**src/hw/rtl/rtba_pkg.sv**
```systemverilog
// rtba_pkg: shared codes, constants and structs of the region table allocator
// used by rtba_cell and region_table_bump_allocator_core; no dependencies
`timescale 1ns / 1ps
`default_nettype none

package rtba_pkg;

    // command codes
    localparam logic [1:0] CMD_ALLOC   = 2'd0;
    localparam logic [1:0] CMD_RELEASE = 2'd1;
    localparam logic [1:0] CMD_CHECK   = 2'd2;
    localparam logic [1:0] CMD_CLEAR   = 2'd3;

    // status codes
    localparam logic [1:0] ST_OK       = 2'd0;
    localparam logic [1:0] ST_FULL     = 2'd1;
    localparam logic [1:0] ST_NOSPACE  = 2'd2;
    localparam logic [1:0] ST_NOTFOUND = 2'd3;

    // configuration register indexes
    localparam logic REG_POOL_BASE  = 1'b0;
    localparam logic REG_POOL_BYTES = 1'b1;

    // size of the descriptor region built by clear
    localparam logic [31:0] DESC_BYTES = 32'd4096;

    // token that walks the cell row, one cell per cycle
    typedef struct packed {
        logic        tok;       // token present
        logic        found;     // release match seen in an earlier cell
        logic        hit;       // check address inside an earlier region
        logic [31:0] end_val;   // end of the last valid region so far
        logic [31:0] fstart;    // start of the matched region
        logic [31:0] flen;      // length of the matched region
    } wave_t;

    // command context seen by every cell
    typedef struct packed {
        logic [1:0]  cmd;
        logic [31:0] opnd;
        logic [31:0] pool_base;
        logic        clear;     // rebuild entry zero this cycle
    } bcast_t;

endpackage

`default_nettype wire

```
**src/hw/rtl/rtba_cell.sv**
```systemverilog
// rtba_cell: one table entry (start, length) plus its stage of the token chain
// depends on rtba_pkg
`timescale 1ns / 1ps
`default_nettype none

module rtba_cell #(
    parameter int IDX   = 0,
    parameter int CNT_W = 5
) (
    input  wire                    clk,
    input  wire                    rst_n,
    input  wire rtba_pkg::bcast_t  bc,
    input  wire logic [CNT_W-1:0]  count,
    input  wire rtba_pkg::wave_t   wave_in,
    input  wire logic [31:0]       nb_start,
    input  wire logic [31:0]       nb_len,
    output rtba_pkg::wave_t        wave_out,
    output logic [31:0]            start_q,
    output logic [31:0]            len_q
);

    localparam logic [CNT_W-1:0] IDX_C = CNT_W'(IDX);

    logic [31:0]     start_reg, start_next;
    logic [31:0]     len_reg, len_next;
    rtba_pkg::wave_t wave_reg, wave_next;

    logic        valid;
    logic        match;
    logic        shift_in;
    logic [31:0] end_sum;
    logic [32:0] hi_sum;
    logic        in_range;

    // local compares on this entry
    assign valid    = IDX_C < count;
    assign end_sum  = start_reg + len_reg;
    assign hi_sum   = {1'b0, start_reg} + {1'b0, len_reg};
    assign in_range = (bc.opnd >= start_reg) && ({1'b0, bc.opnd} < hi_sum);
    assign match    = valid && (start_reg == bc.opnd) && !wave_in.found;
    assign shift_in = wave_in.found || match;

    // token update passed on to the next cell
    always_comb
    begin
        wave_next = wave_in;
        if (wave_in.tok)
        begin
            case (bc.cmd)
                rtba_pkg::CMD_ALLOC:
                begin
                    if (valid)
                    begin
                        wave_next.end_val = end_sum;
                    end
                end
                rtba_pkg::CMD_RELEASE:
                begin
                    if (match)
                    begin
                        wave_next.found  = 1'b1;
                        wave_next.fstart = start_reg;
                        wave_next.flen   = len_reg;
                    end
                end
                rtba_pkg::CMD_CHECK:
                begin
                    if (valid && in_range)
                    begin
                        wave_next.hit = 1'b1;
                    end
                end
                default:
                begin
                    wave_next = wave_in;
                end
            endcase
        end
    end

    // entry update: clear, append, or take the neighbor's entry on compaction
    always_comb
    begin
        start_next = start_reg;
        len_next   = len_reg;
        if (bc.clear && (IDX == 0))
        begin
            start_next = bc.pool_base;
            len_next   = rtba_pkg::DESC_BYTES;
        end
        else if (wave_in.tok)
        begin
            if ((bc.cmd == rtba_pkg::CMD_ALLOC) && (IDX_C == count))
            begin
                start_next = wave_in.end_val;
                len_next   = bc.opnd;
            end
            else if ((bc.cmd == rtba_pkg::CMD_RELEASE) && shift_in)
            begin
                start_next = nb_start;
                len_next   = nb_len;
            end
        end
    end

    // entry storage
    always_ff @(posedge clk)
    begin
        start_reg <= start_next;
        len_reg   <= len_next;
    end

    // token stage
    always_ff @(posedge clk or negedge rst_n)
    begin
        if (!rst_n)
        begin
            wave_reg <= '0;
        end
        else
        begin
            wave_reg <= wave_next;
        end
    end

    assign wave_out = wave_reg;
    assign start_q  = start_reg;
    assign len_q    = len_reg;

endmodule

`default_nettype wire

```
**config.mk**
```make
export PLATFORM = sky130hd
export DESIGN_NAME = rtba_cell
export DESIGN_NICKNAME = d
export VERILOG_FILES = /design/src/hw/rtl/rtba_pkg.sv /design/src/hw/rtl/rtba_cell.sv
export SDC_FILE = /design/constraint.sdc
export NUM_CORES = 1
export LEC_CHECK = 0
export ABC_AREA = 0
export BUFFER_PORTS_ARGS = -buffer_cell sky130_fd_sc_hd__buf_4
export CAP_MARGIN = 40
export CORE_AREA = 2 2 155 157
export CTS_BUF_LIST = sky130_fd_sc_hd__clkbuf_4 sky130_fd_sc_hd__clkbuf_8
export DETAILED_ROUTE_END_ITERATION = 8
export DIE_AREA = 0 0 157 159
export PLACE_DENSITY_LB_ADDON = 0.2
export RECOVER_POWER = 25
export SETUP_SLACK_MARGIN = 0.3
export SLEW_MARGIN = 20
export SYNTH_ARGS = -nofsm -noshare
export SYNTH_HDL_FRONTEND = slang
export SYNTH_SLANG_ARGS = --single-unit
```
**constraint.sdc**
```tcl
create_clock -name clk -period 11.8 [get_ports clk]
set_clock_uncertainty 0.15 [all_clocks]
set_input_delay 3.54 -clock clk [delete_from_list [all_inputs] [get_ports clk]]
set_output_delay 3.54 -clock clk [all_outputs]
set_load 0.02 [all_outputs]
```
# Yosys cells after proc, flatten, opt, wreduce, memory -nomap -nowiden
# Index checks and enable logic that the tools add are counted.
dict set report op_classes {
  reduce_logical 15
  n_lt_le_gt_ge 3
  eq_ne 3
  n_addsub 2
  mux 15
}
# operator count
set op_table {}
lappend op_table {{32-bit two-way mux} 8}
lappend op_table {{64-bit two-way mux} 2}
lappend op_table {{99-bit two-way mux} 1}
lappend op_table {{32-bit by 32-bit adder with 33-bit output} 1}
lappend op_table {{32-bit by 33-bit < comparator with 1-bit output} 1}
lappend op_table {{32-bit adder} 1}
lappend op_table {{32-bit == test} 1}
lappend op_table {{32-bit greater-or-equal comparator} 1}
lappend op_table {{1-bit logical AND} 6}
lappend op_table {{5-bit logical NOT} 1}
lappend op_table {{1-bit by 5-bit < comparator with 1-bit output, first input constant} 1}
lappend op_table {{1-bit two-way mux} 4}
lappend op_table {{2-bit AND reduction} 2}
lappend op_table {{2-bit nonzero test} 2}
lappend op_table {{3-bit nonzero test} 1}
lappend op_table {{2-bit by 1-bit == test with 1-bit output, second input constant} 1}
lappend op_table {{2-bit == test, second input constant} 1}
lappend op_table {{2-bit logical NOT} 1}
lappend op_table {{1-bit logical NOT} 1}
lappend op_table {{1-bit logical OR} 1}
dict set report totals {
  output_inout_bits 163
  reg_bits 163
  input_bits 237
  wordCells 46
}

# Depth between registers and ports, before layout
# Gate-level depths: netlist (run 1).
dict set report depth {
  depth_word 9
  ltp_mapped 18
}

# Worst setup path after synthesis (run 1)
# Ideal clock, no wire load.
dict set report synth_path {
  path_kind {input port to flip-flop}
  start {input bc[64] (netlist bit)}
  end {register start_reg[0] (netlist: start_q[0]) (enable)}
  path_stages 9
  arrival_time_ns 5.732
  setup_ns 0.375
  required_ns 11.275
  slack_ns 5.544
  n_path_buf 2
  path_cell_list {ha_1 nand4_1 nor4_1 nand3_1 nor2_1 o311a_1 clkbuf_1 clkbuf_1 or2_2}
}
dict set report synth_via {
  elab_chain_cells 7
}
# element line_no
set synth_rtl {}
lappend synth_rtl {{start, declared} rtba_cell.sv:12} ;# input wire rtba_pkg::bcast_t bc,
lappend synth_rtl {{32-bit == test} rtba_cell.sv:40} ;# assign match = valid && (start_reg == bc.opnd) && !wave_in.found;
lappend synth_rtl {{1-bit logical AND (2 in a row)} rtba_cell.sv:40}
lappend synth_rtl {{1-bit logical OR} rtba_cell.sv:41} ;# assign shift_in = wave_in.found || match;
lappend synth_rtl {{1-bit logical AND} rtba_cell.sv:98} ;# else if ((bc.cmd == rtba_pkg::CMD_RELEASE) && shift_in)
lappend synth_rtl {{3-bit nonzero test (no line)} n/a}
lappend synth_rtl {{2-bit AND reduction (no line)} n/a}
lappend synth_rtl {{end signal, assigned} rtba_cell.sv:109} ;# start_reg <= start_next;
lappend synth_rtl {{end, declared} rtba_cell.sv:24} ;# logic [31:0] start_reg, start_next;
# Every way passes these cells.
# A chain may end at the register's enable or synchronous reset.

==> results of run 1 <==
## registers in the layout, indices dropped and copies added, names as in the netlist
name / flops
start_q: 32
len_q: 32
wave_out: 99
## logic make-up after synthesis
family / count (synthesis)
buffers and inverters: 86
DFF: 163
muxes: 132
AOI/OAI and AO/OA: 256
adders and majority gates: 96
and+or+nand+nor: 220
xor gates and xnor gates: 27
## cell type report
cell class              count  area [µm²]  share of cell area (%)
clock buffers              20         275                    2.02
clock inverters            12         135                   0.993
inverters                  40         150                    1.10
multi-input cells         731        5520                    40.6
flip-flops and latches    163        4080                    30.0
well taps                 319         399                    2.93
repair buffers            408        3040                    22.3
## cell usage after synthesis, types with 13 or more instances
cell / instances / share of area (%)
sky130_fd_sc_hd__clkbuf_1: 30 / 1.1
sky130_fd_sc_hd__dfrtp_1: 99 / 25
sky130_fd_sc_hd__edfxtp_1: 32 / 9.7
sky130_fd_sc_hd__o21ai_0: 82 / 4.1
sky130_fd_sc_hd__dfxtp_1: 32 / 6.5
sky130_fd_sc_hd__mux2_2: 65 / 7.4
sky130_fd_sc_hd__inv_1: 40 / 1.5
sky130_fd_sc_hd__a21o_1: 31 / 2.3
sky130_fd_sc_hd__nor2_1: 52 / 2.0
sky130_fd_sc_hd__nand4_1: 13 / 0.82
sky130_fd_sc_hd__ha_1: 95 / 12
sky130_fd_sc_hd__xnor2_1: 17 / 1.5
sky130_fd_sc_hd__a211oi_1: 39 / 3.0
sky130_fd_sc_hd__nand2_1: 88 / 3.3
sky130_fd_sc_hd__mux2i_1: 66 / 6.7
sky130_fd_sc_hd__a21oi_1: 49 / 2.5
## metal layers
| layer | global-route usage [%] | part of all wire (%) | up-vias |
|---|---|---|---|
| li1 | - | - | 4344 |
| met1 | 33.1 | 42 | 4240 |
| met2 | 45.0 | 51 | 313 |
| met3 | 5.17 | 6.0 | 38 |
| met4 | 6.96 | 1.6 | 0 |
| met5 | 0 | 0 | - |
## worst paths after layout
path | startpoint | to | slack [ns] | depth (start not counted)
setup reg to reg | start_q[0] | wave_out[96] | 6.58 | 16
hold reg to reg | len_q[18] | len_q[18] | 0.40 | 2
max in group clk | bc[64] | start_q[24] | 5.17 | 10
hold / removal | len_q[18] | len_q[18] | 0.40 | 2
min in group asynchronous | rst_n | wave_out[2] | 3.83 | 1
setup / recovery | rst_n | wave_out[86] | 3.78 | 2
## through the flow
step	instances	cell area, µm²
2_1_floorplan	980	9920
3_3_place_gp	1659	13200
3_5_place_dp	1661	13300
4_1_cts	1693	13700
5_1_grt	1693	13600
6_report	1693	13600
## power groups by stage
stage          registers [mW]  logic [mW]  clock network [mW]
2_1_floorplan           0.697       0.216                   0
3_3_place_gp            0.658       0.471                   0
3_5_place_dp            0.658       0.477                   0
4_1_cts                 0.646       0.480               0.450
5_1_grt                 0.651       0.522               0.471
6_report                0.646       0.477               0.444
==> run_summary.xml, run 1 <==
<?xml version="1.0" encoding="UTF-8"?>
<metrics>
  <group name="run_status">
    <metric name="run_status" unit="">complete, but fails checks</metric>
    <metric name="violations" unit="">max-capacitance violations, max-slew violations</metric>
  </group>
  <group name="global_route">
    <metric name="antenna_violations_before_repair" unit="">0</metric>
    <metric name="gr-usage-all-layers" unit="%">26.0</metric>
    <metric name="final_global_route_overflow_total" unit="">0</metric>
    <metric name="vias_in_the_first_global_route" unit="">9075</metric>
    <metric name="maximum_number_of_pins_on_one_net_before_global_route_repair" unit="">66</metric>
    <metric name="grt_first_pass_wirelength" unit="µm">50500</metric>
  </group>
  <group name="finish">
    <metric name="design.final.nets" unit="">1694</metric>
    <metric name="antenna_cells" unit="">0</metric>
    <metric name="layout.cells.most_common" unit="">sky130_fd_sc_hd__buf_4</metric>
    <metric name="layout_common_cells" unit="">sky130_fd_sc_hd__buf_4 (389), sky130_fd_sc_hd__dfrtp_1 (99), sky130_fd_sc_hd__ha_1 (95), sky130_fd_sc_hd__nand2_1 (87), sky130_fd_sc_hd__o21ai_0 (82)</metric>
    <metric name="syn2layout_area_growth" unit="%">37.1</metric>
    <metric name="fin_util" unit="%">58.6</metric>
    <metric name="post_route_cells_drive_above_1_share" unit="%">36.7</metric>
    <metric name="layout.filler_cells" unit="">2064</metric>
  </group>
  <group name="worst_setup_path">
    <metric name="crit_chain" unit="">clkbuf_1, clkbuf_1</metric>
    <metric name="cpMostUsedCell" unit="">sky130_fd_sc_hd__clkbuf_1</metric>
    <metric name="cp_max_fo" unit="">52</metric>
    <metric name="crit_path_max_incr_delay" unit="ns">2.23</metric>
    <metric name="critPathSlowestCell" unit="">sky130_fd_sc_hd__clkbuf_1</metric>
    <metric name="cp-start-kind" unit="">input pin</metric>
    <metric name="crit_arrival" unit="ns">7.83</metric>
    <metric name="timing.setup.critical_path_class" unit="">input pin to asynchronous set/reset pin</metric>
    <metric name="timing.critical_path.max_delay_family" unit="">buffers and inverters</metric>
    <metric name="timing.critical_path.buf_inv" unit="">2</metric>
    <metric name="cp-end-kind" unit="">asynchronous set/reset pin</metric>
    <metric name="data_required_time_of_the_critical_path" unit="ns">11.60</metric>
  </group>
  <group name="power">
    <metric name="clock_power_share" unit="%">28.3</metric>
    <metric name="switching_part_of_the_total" unit="%">34.7</metric>
    <metric name="share_of_power_burned_in_registers" unit="%">41.2</metric>
    <metric name="switchingPower" unit="mW">0.544</metric>
    <metric name="p_per_area" unit="nW/µm²">115</metric>
    <metric name="totalPowerFinal" unit="mW">1.57</metric>
    <metric name="cell_internal_pwr" unit="mW">1.02</metric>
    <metric name="p_leak" unit="nW">6.36</metric>
    <metric name="share_comb_of_total_power" unit="%">30.4</metric>
    <metric name="power.ir.vdd_worst" unit="µV">63.5</metric>
  </group>
  <group name="clock_network">
    <metric name="clk_transition_reported_paths" unit="ns">0.10</metric>
    <metric name="clock-root-buffer" unit="">sky130_fd_sc_hd__clkbuf_8</metric>
    <metric name="cts.sinks" unit="">163</metric>
    <metric name="cts.repair.resized" unit="">0</metric>
    <metric name="cts_max_level" unit="">4</metric>
    <metric name="cts_tree" unit="">built</metric>
    <metric name="worstSkewPairLatency" unit="ns">0.49</metric>
    <metric name="cts_max_path_buffers" unit="">2</metric>
    <metric name="post-cts-setup-buffer-count" unit="">0</metric>
    <metric name="number_of_buffers_created_by_cts" unit="">17</metric>
    <metric name="postCtsHoldBufs" unit="">0</metric>
  </group>
  <group name="synth">
    <metric name="ys.flop_type" unit="">sky130_fd_sc_hd__dfrtp_1</metric>
    <metric name="synth_xor_xnor_area_share" unit="%">2.38</metric>
    <metric name="post_synth_instance_area" unit="µm²">9920</metric>
    <metric name="synthArstFlopShare" unit="%">60.7</metric>
    <metric name="synth_edf_count" unit="">32</metric>
    <metric name="synth.distinct_cells" unit="">60</metric>
    <metric name="ys_seq_elements" unit="">163</metric>
    <metric name="sequential_element_share_of_the_synthesized_area" unit="%">41.1</metric>
    <metric name="main_combinational_cell_family_by_area_after_synthesis" unit="">compound AO/OA/AOI/OAI gates</metric>
    <metric name="synth.mux.area_fraction" unit="%">14.2</metric>
    <metric name="synth_compound_area_share" unit="%">16.5</metric>
    <metric name="synth_area_per_cell" unit="µm²">10.1</metric>
    <metric name="ys.warnings.count" unit="">0</metric>
    <metric name="post_synth_and_or_nand_nor_area_fraction" unit="%">10.3</metric>
    <metric name="synthAdderAreaFrac" unit="%">12.2</metric>
    <metric name="postSynthNetCount" unit="">1313</metric>
    <metric name="post_syn_instances" unit="">980</metric>
  </group>
  <group name="timing">
    <metric name="final_critical_path_setup_slack" unit="ns">3.78</metric>
    <metric name="timing.final.crit_share" unit="%">68.0</metric>
    <metric name="max_slew_headroom_at_the_worst_pin" unit="%">-97.4</metric>
    <metric name="maxSlewViolCount" unit="">102</metric>
    <metric name="max_slew.worst_pin.slew" unit="ns">2.96</metric>
    <metric name="setup_viol" unit="">0</metric>
    <metric name="setup_total_negative_slack" unit="ns">0</metric>
    <metric name="maxClockFrequency" unit="GHz">0.125</metric>
    <metric name="hold-worst-slack" unit="ns">0.405</metric>
    <metric name="hold_violations" unit="">0</metric>
    <metric name="setup_repair_after_global_routing_missed_its_margin" unit="">no</metric>
    <metric name="final_critical_delay_including_setup_and_external_delays" unit="ns">8.02</metric>
  </group>
  <group name="min_path">
    <metric name="hold_path.class" unit="">flip-flop to flip-flop</metric>
  </group>
  <group name="floorplan">
    <metric name="num_rows" unit="">56</metric>
    <metric name="floorplan.initialDensity" unit="%">42.8</metric>
    <metric name="die_area" unit="µm²">25000</metric>
    <metric name="boundaryPins" unit="">400</metric>
    <metric name="core_area" unit="µm²">23200</metric>
    <metric name="floorplan_die_width" unit="µm">157</metric>
    <metric name="floorplan.die.height" unit="µm">159</metric>
  </group>
  <group name="detailed_routing">
    <metric name="routed_wl" unit="µm">33200</metric>
    <metric name="wl_per_instance" unit="µm">19.6</metric>
    <metric name="vias_per_cell" unit="">5.28</metric>
    <metric name="drt_iter0_drc" unit="">483</metric>
    <metric name="via_count" unit="">8935</metric>
    <metric name="final_antenna_net_count" unit="">0</metric>
    <metric name="drc_errors" unit="">0</metric>
    <metric name="detailed_router_iteration_count_before_antenna_repair" unit="">5</metric>
  </group>
  <group name="placed_design">
    <metric name="buffer_ports.inserted" unit="">399</metric>
    <metric name="place.gp.congestion" unit="">0.861</metric>
    <metric name="dp.final_hpwl" unit="µm">25800</metric>
    <metric name="dp_worst_setup_slack" unit="ns">4.59</metric>
  </group>
  <group name="run">
    <metric name="cap_viol_max_count" unit="">2</metric>
  </group>
</metrics>
Power figures use the tool's default switching activity.
==> run 2: changes to the inputs <==
- CORE_AREA: 2 2 155 157 -> 2 2 156 158
- DIE_AREA: 0 0 157 159 -> 0 0 158 160
- clock period: 11.8 -> 7.4 ns (I/O delays scaled with it)
==> run 2 against run 1 <==
The run still ends with max-capacitance violations, max-slew violations left. Sequential share of layout area up 0.080 points. Critical path depth unchanged. Global-route usage shrank 0.37 points. Via count rose by 0.19%. Critical endpoint is now wave_out[63]. Largest power group unchanged. Highest routed layer unchanged.
==> run_summary.xml, run 2 (synthesis gave the netlist of run 1 again) <==
<?xml version="1.0" encoding="UTF-8"?>
<metrics>
  <group name="run_status">
    <metric name="run_status" unit="">complete, but fails checks</metric>
    <metric name="violations" unit="">max-capacitance violations, max-slew violations</metric>
  </group>
  <group name="placed_design">
    <metric name="buffer_ports.inserted" unit="">399</metric>
    <metric name="place.gp.congestion" unit="">0.896</metric>
    <metric name="dp.final_hpwl" unit="µm">25400</metric>
  </group>
  <group name="timing">
    <metric name="setup_repair_after_global_routing_missed_its_margin" unit="">no</metric>
    <metric name="max_slew_headroom_at_the_worst_pin" unit="%">-103</metric>
    <metric name="max_slew.worst_pin.slew" unit="ns">3.05</metric>
    <metric name="setup_total_negative_slack" unit="ns">0</metric>
    <metric name="final_critical_delay_including_setup_and_external_delays" unit="ns">5.59</metric>
    <metric name="hold_violations" unit="">0</metric>
    <metric name="maxClockFrequency" unit="GHz">0.179</metric>
    <metric name="maxSlewViolCount" unit="">53</metric>
    <metric name="setup_viol" unit="">0</metric>
    <metric name="timing.final.crit_share" unit="%">75.5</metric>
    <metric name="hold-worst-slack" unit="ns">0.402</metric>
  </group>
  <group name="power">
    <metric name="p_leak" unit="nW">6.31</metric>
    <metric name="p_per_area" unit="nW/µm²">180</metric>
    <metric name="power.ir.vdd_worst" unit="µV">107</metric>
  </group>
  <group name="clock_network">
    <metric name="worstSkewPairLatency" unit="ns">0.46</metric>
    <metric name="cts_max_path_buffers" unit="">2</metric>
    <metric name="cts.repair.resized" unit="">0</metric>
    <metric name="cts_tree" unit="">built</metric>
    <metric name="clk_transition_reported_paths" unit="ns">0.09</metric>
    <metric name="post-cts-setup-buffer-count" unit="">0</metric>
    <metric name="number_of_buffers_created_by_cts" unit="">17</metric>
    <metric name="postCtsHoldBufs" unit="">0</metric>
    <metric name="clock-root-buffer" unit="">sky130_fd_sc_hd__clkbuf_8</metric>
    <metric name="cts.sinks" unit="">163</metric>
    <metric name="cts_max_level" unit="">4</metric>
  </group>
  <group name="floorplan">
    <metric name="floorplan_die_width" unit="µm">158</metric>
    <metric name="boundaryPins" unit="">400</metric>
    <metric name="floorplan.initialDensity" unit="%">41.7</metric>
    <metric name="floorplan.die.height" unit="µm">160</metric>
    <metric name="die_area" unit="µm²">25300</metric>
    <metric name="num_rows" unit="">57</metric>
    <metric name="core_area" unit="µm²">23800</metric>
  </group>
  <group name="worst_setup_path">
    <metric name="cp-end-kind" unit="">asynchronous set/reset pin</metric>
    <metric name="timing.setup.critical_path_class" unit="">input pin to asynchronous set/reset pin</metric>
    <metric name="critPathSlowestCell" unit="">sky130_fd_sc_hd__clkbuf_1</metric>
    <metric name="cp_max_fo" unit="">52</metric>
    <metric name="cp-start-kind" unit="">input pin</metric>
    <metric name="timing.critical_path.max_delay_family" unit="">buffers and inverters</metric>
    <metric name="crit_path_max_incr_delay" unit="ns">2.10</metric>
    <metric name="timing.critical_path.buf_inv" unit="">2</metric>
    <metric name="crit_chain" unit="">clkbuf_1, clkbuf_2</metric>
    <metric name="data_required_time_of_the_critical_path" unit="ns">7.58</metric>
    <metric name="crit_arrival" unit="ns">5.76</metric>
  </group>
  <group name="finish">
    <metric name="post_route_cells_drive_above_1_share" unit="%">36.1</metric>
    <metric name="layout.cells.most_common" unit="">sky130_fd_sc_hd__buf_4</metric>
    <metric name="max_reg_flops" unit="">99</metric>
    <metric name="syn2layout_area_growth" unit="%">36.7</metric>
    <metric name="design.final.nets" unit="">1695</metric>
    <metric name="layout_common_cells" unit="">sky130_fd_sc_hd__buf_4 (380), sky130_fd_sc_hd__dfrtp_1 (99), sky130_fd_sc_hd__ha_1 (95), sky130_fd_sc_hd__nand2_1 (87), sky130_fd_sc_hd__o21ai_0 (82)</metric>
  </group>
  <group name="global_route">
    <metric name="gr-usage-all-layers" unit="%">25.7</metric>
    <metric name="vias_in_the_first_global_route" unit="">8935</metric>
    <metric name="grt_first_pass_wirelength" unit="µm">49700</metric>
    <metric name="maximum_number_of_pins_on_one_net_before_global_route_repair" unit="">72</metric>
    <metric name="final_global_route_overflow_total" unit="">0</metric>
    <metric name="antenna_violations_before_repair" unit="">1</metric>
  </group>
  <group name="detailed_routing">
    <metric name="detailed_router_iteration_count_before_antenna_repair" unit="">5</metric>
    <metric name="routed_wl" unit="µm">33000</metric>
    <metric name="final_antenna_net_count" unit="">0</metric>
    <metric name="drc_errors" unit="">0</metric>
    <metric name="drt_iter0_drc" unit="">490</metric>
    <metric name="wl_per_instance" unit="µm">19.4</metric>
    <metric name="via_count" unit="">8952</metric>
    <metric name="vias_per_cell" unit="">5.27</metric>
  </group>
  <group name="run">
    <metric name="cap_viol_max_count" unit="">1</metric>
  </group>
  <group name="min_path">
    <metric name="hold_path.class" unit="">flip-flop to flip-flop</metric>
  </group>
</metrics>
run 2: cell count changes in the layout (fill, tap and decap cells not counted), moves of 3 or more:
cell	previous run	this run
sky130_fd_sc_hd__inv_8	4	0
sky130_fd_sc_hd__clkbuf_4	0	3
sky130_fd_sc_hd__clkbuf_8	20	17
sky130_fd_sc_hd__clkinvlp_4	1	4
sky130_fd_sc_hd__buf_4	389	380
sky130_fd_sc_hd__clkbuf_1	17	25
run 2: layer usage:
metal	up-vias	track usage, %	part of all wire (%)
met3	36	5.62	6.7
met2	317	44.7	50
met5	-	0	0
met1	4249	32.0	42
met4	0	6.84	1.6
li1	4350	-	-
run 2: layout make-up:
| class | instances | area, µm² |
|---|---|---|
| Antenna cell | 1 | 2.50 |
| Clock buffer | 20 | 256 |
| Clock inverter | 12 | 121 |
| Fill cell | 2235 | 10300 |
| Inverter | 40 | 150 |
| Multi-Input combinational cell | 731 | 5520 |
| Sequential cell | 163 | 4080 |
| Tap cell | 324 | 405 |
| Timing Repair Buffer | 409 | 3030 |
run 2: metrics by stage:
| stage | util, % | instance area (µm²) | power [mW] | instances | worst slack, ns |
|---|---|---|---|---|---|
| after detailed placement | 55.6 | 13300 | 1.81 | 1666 | 2.01 |
| after global placement | 55.4 | 13200 | 1.80 | 1664 | 2.00 |
| final | 56.9 | 13600 | 2.44 | 1700 | 1.81 |
| after global routing | 56.9 | 13600 | 2.57 | 1700 | 1.15 |
| after floorplan | - | 9920 | 1.46 | 980 | 2.46 |
| after CTS | 57.2 | 13600 | 2.47 | 1698 | 2.25 |
run 2: path summary, 6_finish.rpt:
path | startpoint | cells past startpoint | to | slack, ns
worst max-delay path | rst_n | 2 | wave_out[63] | 1.81
min in group asynchronous | rst_n | 1 | wave_out[3] | 2.59
worst max register to register | start_q[0] | 17 | wave_out[96] | 2.16
worst min register to register | len_q[5] | 2 | len_q[5] | 0.40
max in group clk | start_q[0] | 17 | wave_out[96] | 2.16
worst min-delay path | len_q[5] | 2 | len_q[5] | 0.40
run 2: power by group:
part	switching [mW]	total, mW	leakage, nW	internal (mW)
registers	0.0511	1.03	1.73	0.980
clock network	0.368	0.651	0.181	0.283
logic	0.414	0.757	4.39	0.343
total	0.833	2.44	6.31	1.61
==> run 3: changes to the inputs <==
- CORE_AREA: 2 2 156 158 -> 2 2 155 157
- DIE_AREA: 0 0 158 160 -> 0 0 157 159
- clock period: 7.4 -> 4.9 ns (I/O delays scaled with it)
==> run 3 against run 2 <==
The flow still finishes with violations (max-capacitance violations, max-slew violations). Setup slack got worse by 1.3 ns. First-iteration DRC count unchanged. Utilization increased by 2.5 points. Highest routed layer unchanged. Global-route usage increased by 0.73 points. Clock-buffer cell count unchanged. Hold slack got worse by 0.0092 ns. Final area increased by 1.7%. Sequential share of layout area decreased by 0.50 points.
==> run_summary.xml, run 3 (synthesis gave the netlist of run 1 again) <==
<?xml version="1.0" encoding="UTF-8"?>
<metrics>
  <group name="worst_setup_path">
    <metric name="timing.critical_path.max_delay_family" unit="">compound AO/OA/AOI/OAI gates</metric>
    <metric name="data_required_time_of_the_critical_path" unit="ns">5.15</metric>
    <metric name="timing.critical_path.buf_inv" unit="">0</metric>
    <metric name="timing.setup.critical_path_class" unit="">flip-flop to flip-flop</metric>
    <metric name="cp-start-kind" unit="">flip-flop</metric>
    <metric name="crit_path_max_incr_delay" unit="ns">0.47</metric>
    <metric name="cpMostUsedCell" unit="">sky130_fd_sc_hd__o211ai_1</metric>
    <metric name="crit_chain" unit="">ha_4, o211ai_1, o211ai_1, a211o_1, a21oi_4, o211ai_2, a311o_2, mux2_4, or2_1, ha_1, nor2b_1, o21ai_0, nand2_1, a41o_1, a31oi_1, a211oi_1, a21oi_1</metric>
    <metric name="cp-end-kind" unit="">flip-flop</metric>
    <metric name="critPathSlowestCell" unit="">sky130_fd_sc_hd__edfxtp_1</metric>
    <metric name="crit_arrival" unit="ns">4.60</metric>
    <metric name="cp_max_fo" unit="">5</metric>
  </group>
  <group name="floorplan">
    <metric name="num_rows" unit="">56</metric>
    <metric name="floorplan.die.height" unit="µm">159</metric>
    <metric name="boundaryPins" unit="">400</metric>
    <metric name="core_area" unit="µm²">23200</metric>
    <metric name="floorplan_die_width" unit="µm">157</metric>
    <metric name="floorplan.initialDensity" unit="%">42.8</metric>
    <metric name="die_area" unit="µm²">25000</metric>
  </group>
  <group name="global_route">
    <metric name="gr-usage-all-layers" unit="%">26.4</metric>
    <metric name="maximum_number_of_pins_on_one_net_before_global_route_repair" unit="">44</metric>
    <metric name="vias_in_the_first_global_route" unit="">9288</metric>
    <metric name="grt_first_pass_wirelength" unit="µm">50900</metric>
    <metric name="final_global_route_overflow_total" unit="">0</metric>
    <metric name="antenna_violations_before_repair" unit="">0</metric>
  </group>
  <group name="detailed_routing">
    <metric name="vias_per_cell" unit="">5.32</metric>
    <metric name="final_antenna_net_count" unit="">0</metric>
    <metric name="via_count" unit="">9117</metric>
    <metric name="drc_errors" unit="">0</metric>
    <metric name="detailed_router_iteration_count_before_antenna_repair" unit="">5</metric>
    <metric name="drt_iter0_drc" unit="">490</metric>
    <metric name="routed_wl" unit="µm">33700</metric>
    <metric name="wl_per_instance" unit="µm">19.6</metric>
  </group>
  <group name="clock_network">
    <metric name="clk_transition_reported_paths" unit="ns">0.10</metric>
    <metric name="number_of_buffers_created_by_cts" unit="">17</metric>
    <metric name="cts_tree" unit="">built</metric>
    <metric name="cts_max_path_buffers" unit="">2</metric>
    <metric name="cts_max_level" unit="">4</metric>
    <metric name="clock-root-buffer" unit="">sky130_fd_sc_hd__clkbuf_8</metric>
    <metric name="cts.sinks" unit="">163</metric>
    <metric name="worstSkewPairLatency" unit="ns">0.47</metric>
  </group>
  <group name="run_status">
    <metric name="run_status" unit="">complete, but fails checks</metric>
    <metric name="violations" unit="">max-capacitance violations, max-slew violations</metric>
  </group>
  <group name="finish">
    <metric name="post_route_cells_drive_above_1_share" unit="%">38.3</metric>
    <metric name="fin_util" unit="%">59.5</metric>
    <metric name="layout.cells.most_common" unit="">sky130_fd_sc_hd__buf_4</metric>
    <metric name="max_reg_flops" unit="">99</metric>
    <metric name="sequential_cell_area" unit="µm²">4080</metric>
    <metric name="layout_common_cells" unit="">sky130_fd_sc_hd__buf_4 (409), sky130_fd_sc_hd__dfrtp_1 (99), sky130_fd_sc_hd__ha_1 (93), sky130_fd_sc_hd__nand2_1 (87), sky130_fd_sc_hd__o21ai_0 (81)</metric>
    <metric name="design.final.nets" unit="">1716</metric>
    <metric name="layout.filler_cells" unit="">2054</metric>
    <metric name="syn2layout_area_growth" unit="%">39.0</metric>
    <metric name="multi_input_area" unit="µm²">5600</metric>
    <metric name="antenna_cells" unit="">0</metric>
  </group>
  <group name="run">
    <metric name="cap_viol_max_count" unit="">1</metric>
  </group>
  <group name="min_path">
    <metric name="hold_path.class" unit="">flip-flop to flip-flop</metric>
  </group>
  <group name="timing">
    <metric name="hold_violations" unit="">0</metric>
    <metric name="timing.final.crit_share" unit="%">88.9</metric>
    <metric name="max_slew_headroom_at_the_worst_pin" unit="%">-30.8</metric>
    <metric name="maxClockFrequency" unit="GHz">0.230</metric>
    <metric name="maxSlewViolCount" unit="">35</metric>
    <metric name="setup_total_negative_slack" unit="ns">0</metric>
    <metric name="max_slew.worst_pin.slew" unit="ns">1.96</metric>
    <metric name="final_critical_delay_including_setup_and_external_delays" unit="ns">4.36</metric>
    <metric name="setup_repair_after_global_routing_missed_its_margin" unit="">no</metric>
    <metric name="setup_viol" unit="">0</metric>
  </group>
  <group name="power">
    <metric name="p_leak" unit="nW">6.43</metric>
    <metric name="p_per_area" unit="nW/µm²">270</metric>
    <metric name="power.ir.vdd_worst" unit="µV">137</metric>
  </group>
  <group name="placed_design">
    <metric name="buffer_ports.inserted" unit="">399</metric>
    <metric name="place.gp.congestion" unit="">0.939</metric>
    <metric name="dp.final_hpwl" unit="µm">26400</metric>
  </group>
</metrics>
run 3: changes by cell type in the layout (fill, tap and decap cells not counted), sizes merged:
cell,delta
buf,+28
clkbuf,-7
clkinv,-1
clkinvlp,+1
diode,-1
run 3: cell type report:
type	count	area share (%)
Inverter	40	1.09
Clock inverter	12	0.871
Timing Repair Buffer	430	23.1
Tap cell	319	2.89
Clock buffer	20	1.90
Multi-Input combinational cell	731	40.6
Sequential cell	163	29.6
run 3: stage by stage:
stage	total power, mW	hold WS [ns]	std cells	instance area [µm²]	setup WS, ns
after floorplan	2.20	0.443	980	9920	0.714
final	3.73	0.393	1715	13800	0.545
after global routing	3.93	0.418	1715	13800	0.301
after CTS	3.72	0.395	1702	13700	0.331
after global placement	2.72	0.375	1669	13300	0.444
after detailed placement	2.73	0.381	1670	13300	0.340
run 3: timing repair:
item	in CTS	in global routing
gates resized for setup	1	12
pin swaps	0	10
buffers inserted	0	13
setup endpoints to repair	1	1
hold buffers	0	0
endpoints found under the hold margin	0	0
run 3: report_power, final:
group | internal (mW) | total (mW) | switching, mW
Combinational | 0.546 | 1.19 | 0.642
Sequential | 1.48 | 1.55 | 0.0730
Clock | 0.434 | 0.991 | 0.557
Total | 2.46 | 3.73 | 1.27
run 3: routing by layer:
layer  share of wire [%]  track usage [%]  up-vias
li1                    -                -     4398
met1                  42             32.8     4325
met2                  49             45.9      351
met3                 6.9             6.23       43
met4                 1.9             6.71        0
met5                   0                0        -
run 3: worst register-to-register path, stage by stage, from the launching register on:
cell and delay, ns:
sky130_fd_sc_hd__edfxtp_1 0.47, sky130_fd_sc_hd__ha_4 0.27, sky130_fd_sc_hd__o211ai_1 0.24, sky130_fd_sc_hd__o211ai_1 0.22
sky130_fd_sc_hd__a211o_1 0.41, sky130_fd_sc_hd__a21oi_4 0.19, sky130_fd_sc_hd__o211ai_2 0.13, sky130_fd_sc_hd__a311o_2 0.46
sky130_fd_sc_hd__mux2_4 0.32, sky130_fd_sc_hd__or2_1 0.21, sky130_fd_sc_hd__ha_1 0.29, sky130_fd_sc_hd__nor2b_1 0.13
sky130_fd_sc_hd__o21ai_0 0.14, sky130_fd_sc_hd__nand2_1 0.10, sky130_fd_sc_hd__a41o_1 0.22, sky130_fd_sc_hd__a31oi_1 0.13
sky130_fd_sc_hd__a211oi_1 0.07, sky130_fd_sc_hd__a21oi_1 0.14
run 3: final timing paths:
| path | start | endpoint | slack (ns) | cells past startpoint |
|---|---|---|---|---|
| worst max-delay path | start_q[2] | wave_out[96] | 0.54 | 17 |
| worst min-delay path | len_q[0] | len_q[0] | 0.39 | 2 |
| worst max register to register | start_q[2] | wave_out[96] | 0.54 | 17 |
| worst min register to register | len_q[0] | len_q[0] | 0.39 | 2 |
| max in group asynchronous | rst_n | wave_out[23] | 0.90 | 3 |
| min in group asynchronous | rst_n | wave_out[66] | 1.39 | 1 |
